`src/design/m3cf_pkg.sv`:
```
// Shared types and constants for the 3x3 complex FIR channel.
`default_nettype none
package m3cf_pkg;

    // Default sizes, handed down as top-level parameter defaults
    localparam int TAPS_DEF        = 256;
    localparam int SAMPLE_BITS_DEF = 16;
    localparam int COEF_BITS_DEF   = 16;

    localparam int NCH     = 3;
    localparam int NPATH   = 9;
    localparam int PATH_W  = 4;
    localparam int TIU_W   = 9;
    localparam int SHIFT_W = 5;
    localparam int CFG_W   = 9;

    // Configuration register indexes
    localparam logic CFG_TAPS_IN_USE  = 1'b0;
    localparam logic CFG_RESULT_SHIFT = 1'b1;

    // Request kinds on tuser
    localparam logic ACT_SAMPLE = 1'b0;
    localparam logic ACT_COEF   = 1'b1;

    typedef enum logic [2:0] {
        ST_IDLE,
        ST_WRITE,
        ST_RUN,
        ST_DRAIN,
        ST_DONE
    } state_t;

    // Control that travels with operands into the MAC
    typedef struct packed {
        logic       valid;
        logic       clear;
        logic [1:0] ridx;
    } mac_ctrl_t;

endpackage
`default_nettype wire

```
`src/design/m3cf_cmac.sv`:
```
// Shared complex multiply-accumulate unit with three complex accumulators.
`default_nettype none
module m3cf_cmac
    import m3cf_pkg::*;
#(
    parameter int SAMPLE_BITS = SAMPLE_BITS_DEF,
    parameter int COEF_BITS   = COEF_BITS_DEF,
    parameter int ACC_W       = 48
)(
    input  wire logic                          clk,
    input  wire logic                          rst_n,
    input  wire mac_ctrl_t                     ctrl,
    input  wire logic signed [SAMPLE_BITS-1:0] s_re,
    input  wire logic signed [SAMPLE_BITS-1:0] s_im,
    input  wire logic signed [COEF_BITS-1:0]   c_re,
    input  wire logic signed [COEF_BITS-1:0]   c_im,
    output logic signed [ACC_W-1:0]            acc_re [NCH],
    output logic signed [ACC_W-1:0]            acc_im [NCH]
);

    localparam int PW = SAMPLE_BITS + COEF_BITS;

    logic signed [PW-1:0] p_rr_reg, p_ii_reg, p_ri_reg, p_ir_reg;
    mac_ctrl_t            ctrl_reg;
    logic signed [ACC_W-1:0] sum_re, sum_im;

    // Product stage
    always_ff @(posedge clk)
    begin
        p_rr_reg <= s_re * c_re;
        p_ii_reg <= s_im * c_im;
        p_ri_reg <= s_re * c_im;
        p_ir_reg <= s_im * c_re;
    end

    always_ff @(posedge clk or negedge rst_n)
    begin
        if (!rst_n)
            ctrl_reg <= '0;
        else
            ctrl_reg <= ctrl;
    end

    // Complex combine
    assign sum_re = ACC_W'(p_rr_reg) - ACC_W'(p_ii_reg);
    assign sum_im = ACC_W'(p_ri_reg) + ACC_W'(p_ir_reg);

    // Accumulate into the selected output
    always_ff @(posedge clk or negedge rst_n)
    begin
        if (!rst_n)
        begin
            for (int r = 0; r < NCH; r++)
            begin
                acc_re[r] <= '0;
                acc_im[r] <= '0;
            end
        end
        else if (ctrl_reg.clear)
        begin
            for (int r = 0; r < NCH; r++)
            begin
                acc_re[r] <= '0;
                acc_im[r] <= '0;
            end
        end
        else if (ctrl_reg.valid)
        begin
            for (int r = 0; r < NCH; r++)
            begin
                if (ctrl_reg.ridx == 2'(r))
                begin
                    acc_re[r] <= acc_re[r] + sum_re;
                    acc_im[r] <= acc_im[r] + sum_im;
                end
            end
        end
    end

endmodule
`default_nettype wire
```
`config.mk`:
```
export PLATFORM = sky130hd
export DESIGN_NAME = m3cf_cmac
export DESIGN_NICKNAME = d
export VERILOG_FILES = /design/src/design/m3cf_pkg.sv /design/src/design/m3cf_cmac.sv
export SDC_FILE = /design/constraint.sdc
export NUM_CORES = 2
export LEC_CHECK = 0
export ABC_AREA = 0
export BUFFER_PORTS_ARGS = -buffer_cell sky130_fd_sc_hd__buf_2
export CAP_MARGIN = 10
export CORE_UTILIZATION = 60
export DETAILED_ROUTE_END_ITERATION = 16
export PLACE_DENSITY = 0.76
export SYNTH_ARGS = -nofsm -noshare
export SYNTH_HDL_FRONTEND = slang
export SYNTH_SLANG_ARGS = --single-unit
```
`constraint.sdc`:
```
create_clock -name clk -period 11.2 [get_ports clk]
set_clock_uncertainty 0.1 [all_clocks]
set_input_delay 1.68 -clock clk [delete_from_list [all_inputs] [get_ports clk]]
set_output_delay 1.68 -clock clk [all_outputs]
set_load 0.05 [all_outputs]
```
# == Word-level counts from Yosys, hierarchy flattened ==
# Cells that the tools add are included.
# op_classes
n_reduce_logical,8
multipliers,4
n_addsub,8
muxes,10
n_eq_ne,2
# op_table
op,n
144-bit 2-to-1 mux,4
48-bit by 33-bit adder with 48-bit output,6
48-bit 2-to-1 mux,6
16-bit by 16-bit multiplier with 32-bit output,4
32-bit by 32-bit adder with 33-bit output,1
32-bit by 32-bit subtractor with 33-bit output,1
2-bit nonzero test,4
2-bit AND reduction,3
2-bit by 1-bit == test with 1-bit output (second input constant),1
2-bit == test (second input constant),1
2-bit zero test,1
# word_totals
output_inout_bits,288
input_bits,70
regBits,420
word_cells,45

# == Logic depth before layout (Yosys ltp) ==
# logic_depth
ltp_word,5
mapped_depth,28
ltp_nobuf,27

# == Least setup slack after synthesis ==
# OpenSTA, ideal clock, no wires.
# synth_timing
path_kind,input -> register
start,input c_im[1]
end,register p_ri_reg[31]
required_ns,11.028
stages,21
t_arrival_ns,7.576
n_path_buf,1
setup_time_ns,0.072
path_slack_ns,3.452
cell_sequence,clkbuf_1 > nand2_1 > inv_1 > fa_1 > fa_1 > fa_1 > fa_1 > fa_1 > inv_1 > fa_1 > inv_1 > ha_1 > clkinv_1 > o21bai_1 > a221oi_1 > o21ai_0 > a41o_1 > or4_1 > a311o_1 > a21oi_1 > xnor2_1
# synth_via
elab_chain_len,1
# synth_lines
element,line,rtl
"start, declared",m3cf_cmac.sv:16,"input wire logic signed [COEF_BITS-1:0] c_im,"
16-bit by 16-bit multiplier with 32-bit output,m3cf_cmac.sv:32,p_ri_reg <= s_re * c_im;
"end signal, assigned",m3cf_cmac.sv:32,
"end, declared",m3cf_cmac.sv:23,"logic signed [PW-1:0] p_rr_reg, p_ii_reg, p_ri_reg, p_ir_reg;"
# No other way between the ends.
# A chain may end at the register's enable or synchronous reset.

# == Worst setup path in the final report ==
# Ends and elaborated chain as after synthesis.

==> key figures <==
Clock network
  – Worst-path clk slew: about 0.06 ns
  – Htree depth: 2
  – Clock Latency Late Sink: ~0.66 ns
  – Post-cts sizing count: 0
  – Clk buf depth: 3
  – Hold_buf cts: 0
  – Clk sinks: 420
  – CTS root buf: clkbuf_16
  – CTS tree: yes
  – Post-CTS Setup Bufs: 0
  – CTS buffer count: 54

Layout
  – Nets: 10210
  – Area Overhead vs Synth: 6.29%
  – Layout cell share with drive strength beyond 1: 0.0656
  – Regs by FF count: acc_im x144, acc_re x144

Place
  – HPWL Detailed: 151000 µm
  – GPL Wtd Cong: 0.975
  – Port buffer count: 357

Timing
  – Final Max Tran Viols: 0
  – Slew margin rel.: 0.131
  – Fmax: between 100 and 150 MHz
  – Post-Route Setup TNS: 0 ns
  – Setup violators final: 0
  – RSZ-0062 raised after global routing: false
  – Worst-Margin Slew: between 1 and 1.5 ns
  – Post-route clock period utilization: 0.722
  – Final Hold Fails: 0
  – Min Tclk post-route: 8.08 ns

Drt
  – DRC errors left: 0
  – Average wire per standard cell: approximately 20 µm
  – Via count: slightly below 60000
  – Vias/cell: 5.93
  – WL final: between 150000 and 200000 µm
  – Pre-antenna DRT Iters: 8
  – Post-route ant nets: 0
  – Drt initial violations: 4548

Setup path
  – CP Cell Sequence: buf_2 > buf_4 > nand2_1 > inv_1 > fa_1 > fa_1 > fa_1 > fa_1 > fa_1 > inv_1 > fa_1 > inv_1 > ha_1 > clkinv_1 > o21bai_1 > a221oi_1 > o21ai_0 > a41o_1 > or4_1 > a311o_1 > a21oi_1 > xnor2_1
  – CP Max Fanout: 19
  – Crit path launch type: primary input
  – CP required: between 10 and 15 ns
  – Crit path arrival time: roughly 8.6 ns
  – Top delay family on crit path: adder cells
  – Critical path type: in -> reg
  – Crit path buffers/inverters: 6
  – Slowest cell on the critical path: fa_1
  – Worst reg2reg startpoint: p_rr_reg[1]
  – Worst setup EP type: flop
  – CP dominant cell by count: fa_1
  – Max incr delay on CP: between 0.9 and 1 ns
  – CP startpoint: c_im[1]

Synthesis
  – Post-synthesis register bit count: 420
  – Syn Area/Cell: about 8.6 µm²
  – Synth top area share: 0.296
  – Compound-Gate Fraction of Synth Area: 0.143
  – FFs w/ async S/R, synth: 0.695
  – Synth top cells by count: 1309 x inv_1, 1109 x nand2_1, 1056 x fa_1, 674 x ha_1, 627 x a21oi_1
  – Mux cell area share after synthesis: 0.00116
  – Register area share after synthesis: 0.138
  – Simple-Gate Fraction of Synth Area: 0.165
  – Synth Instances: a little over 8000
  – Area leader, netlist: fa_1
  – Most used DFF post-synth: dfrtp_1
  – Synth area leaders: fa_1 30%, ha_1 12%, dfrtp_1 10%
  – Synth Warn #: 0
  – Post-synth EDFFs: 0
  – Main combinational cell family by area after synthesis: adder cells
  – Most common cell in the netlist: inv_1
  – Xor/xnor share of the synthesized area: 0.0493
  – Distinct cells, synth: 97
  – Post-Syn Nets: 10113
  – Cell Area, Synth: 71400 µm²
  – Post-Synth Adder-Cell Area: 0.414

Floorplan
  – Die height: 347 µm
  – Starting Density: 0.605
  – Site Rows: around 130
  – Ports: between 300 and 400
  – Total Die Area: 120000 µm²
  – Die Width: 347 µm
  – Core area: 118000 µm²

GRT
  – Global-route wire length before repair: between 300000 and 400000 µm
  – Largest net degree at the start of global routing: 119
  – Tot GR Track Use: 0.328
  – Vias in the first global route: between 50000 and 60000
  – Initial antenna violation count: 23
  – GRT overflow: 0

Outcome
  – Outcome: completed

Min path
  – Min-delay src: acc_re[136]
  – Hold WC Path Type: reg -> reg

Flow run
  – Maxcap violations: 0
-- stage by stage --
step,hold WS (ns),std cells,util,setup slack (ns),instance area (µm²)
final,0.422,9997,0.643,3.12,75900
after floorplan,0.538,8313,-,3.45,71400
after global routing,0.460,9992,0.643,2.88,75800
after global placement,0.401,9890,0.628,2.71,74100
after detailed placement,0.418,9890,0.628,2.48,74100
after CTS,0.432,9990,0.643,3.15,75800
-- cell type report --
class	instances	area (µm²)
Antenna cell	7	17.5
Multi-Input combinational cell	6223	55200
Timing Repair Buffer	401	2130
Clock inverter	23	211
Tap cell	1536	1920
Clock buffer	77	1560
Fill cell	9973	42100
Sequential cell	420	9870
Inverter	1310	4920
-- routing by layer --
| metal | GRT usage | share of wire |
|---|---|---|
| met1 | 0.443 | 0.41 |
| met3 | 0.0434 | 0.077 |
| met2 | 0.532 | 0.46 |
| met5 | 0 | 0.00065 |
| met4 | 0.139 | 0.048 |
-- logic make-up (layout without fill, tap and decap cells) --
group,after synthesis,after routing
xor gates and xnor gates,402,402
and+or+nand+nor,2466,2466
AOI/OAI and AO/OA,1617,1617
muxes,8,8
adders and majority gates,1730,1730
DFF,420,420
other,0,7
buffers and inverters,1670,1811
-- layout by cell type, fill, tap and decap left out, types with 53 or more instances in the layout --
cell type,Yosys,layout
nand4_1,65,65
nand2b_1,67,67
dfxtp_1,128,128
a31oi_1,57,57
fa_1,1056,1056
nor3_1,66,66
o21a_1,53,53
nand3_1,122,122
buf_2,7,356
xnor2_1,287,287
nand2_1,1109,1109
ha_1,674,674
inv_1,1309,1308
and3_1,59,59
nor2_1,298,298
a21oi_1,627,627
clkbuf_16,0,55
dfrtp_1,292,291
o21ai_0,239,239
a21o_1,278,278
and2_1,515,515
xor2_1,115,115
a211oi_1,53,53
o21bai_1,64,64
-- worst reg2reg max path: stages (launching register included) --
cell and delay [ns]:
dfxtp_1 0.33, ha_1 0.29, nor2b_1 0.13, o21ai_0 0.20, a21boi_0 0.16, o21ai_0 0.28
a21oi_1 0.14, o21ai_0 0.43, nand2_1 0.24, a221o_1 0.48, a211oi_1 0.54, nor2_1 0.17
o311ai_2 0.99, ha_1 0.50, nand2_1 0.19, o21ai_0 0.14, nor3_1 0.23, o2111ai_1 0.33
a2111oi_2 0.49, o31ai_1 0.16, a21oi_1 0.20, xnor2_1 0.16, a21oi_1 0.10, a31o_2 0.26
-- final timing paths --
check / end / slack, ns / cells after the start
setup / recovery: p_ri_reg[31] / 3.12 / 22
hold reg to reg: acc_re[136] / 0.42 / 2
max in group asynchronous: acc_re[126] / 7.79 / 3
hold / removal: acc_re[136] / 0.42 / 2
min in group asynchronous: acc_im[79] / 0.98 / 1
setup reg to reg: acc_re[95] / 3.83 / 23
Power is left out: the tool's default activity adds up to more than one toggle a clock period on the data nets, which glitch-free logic cannot reach.
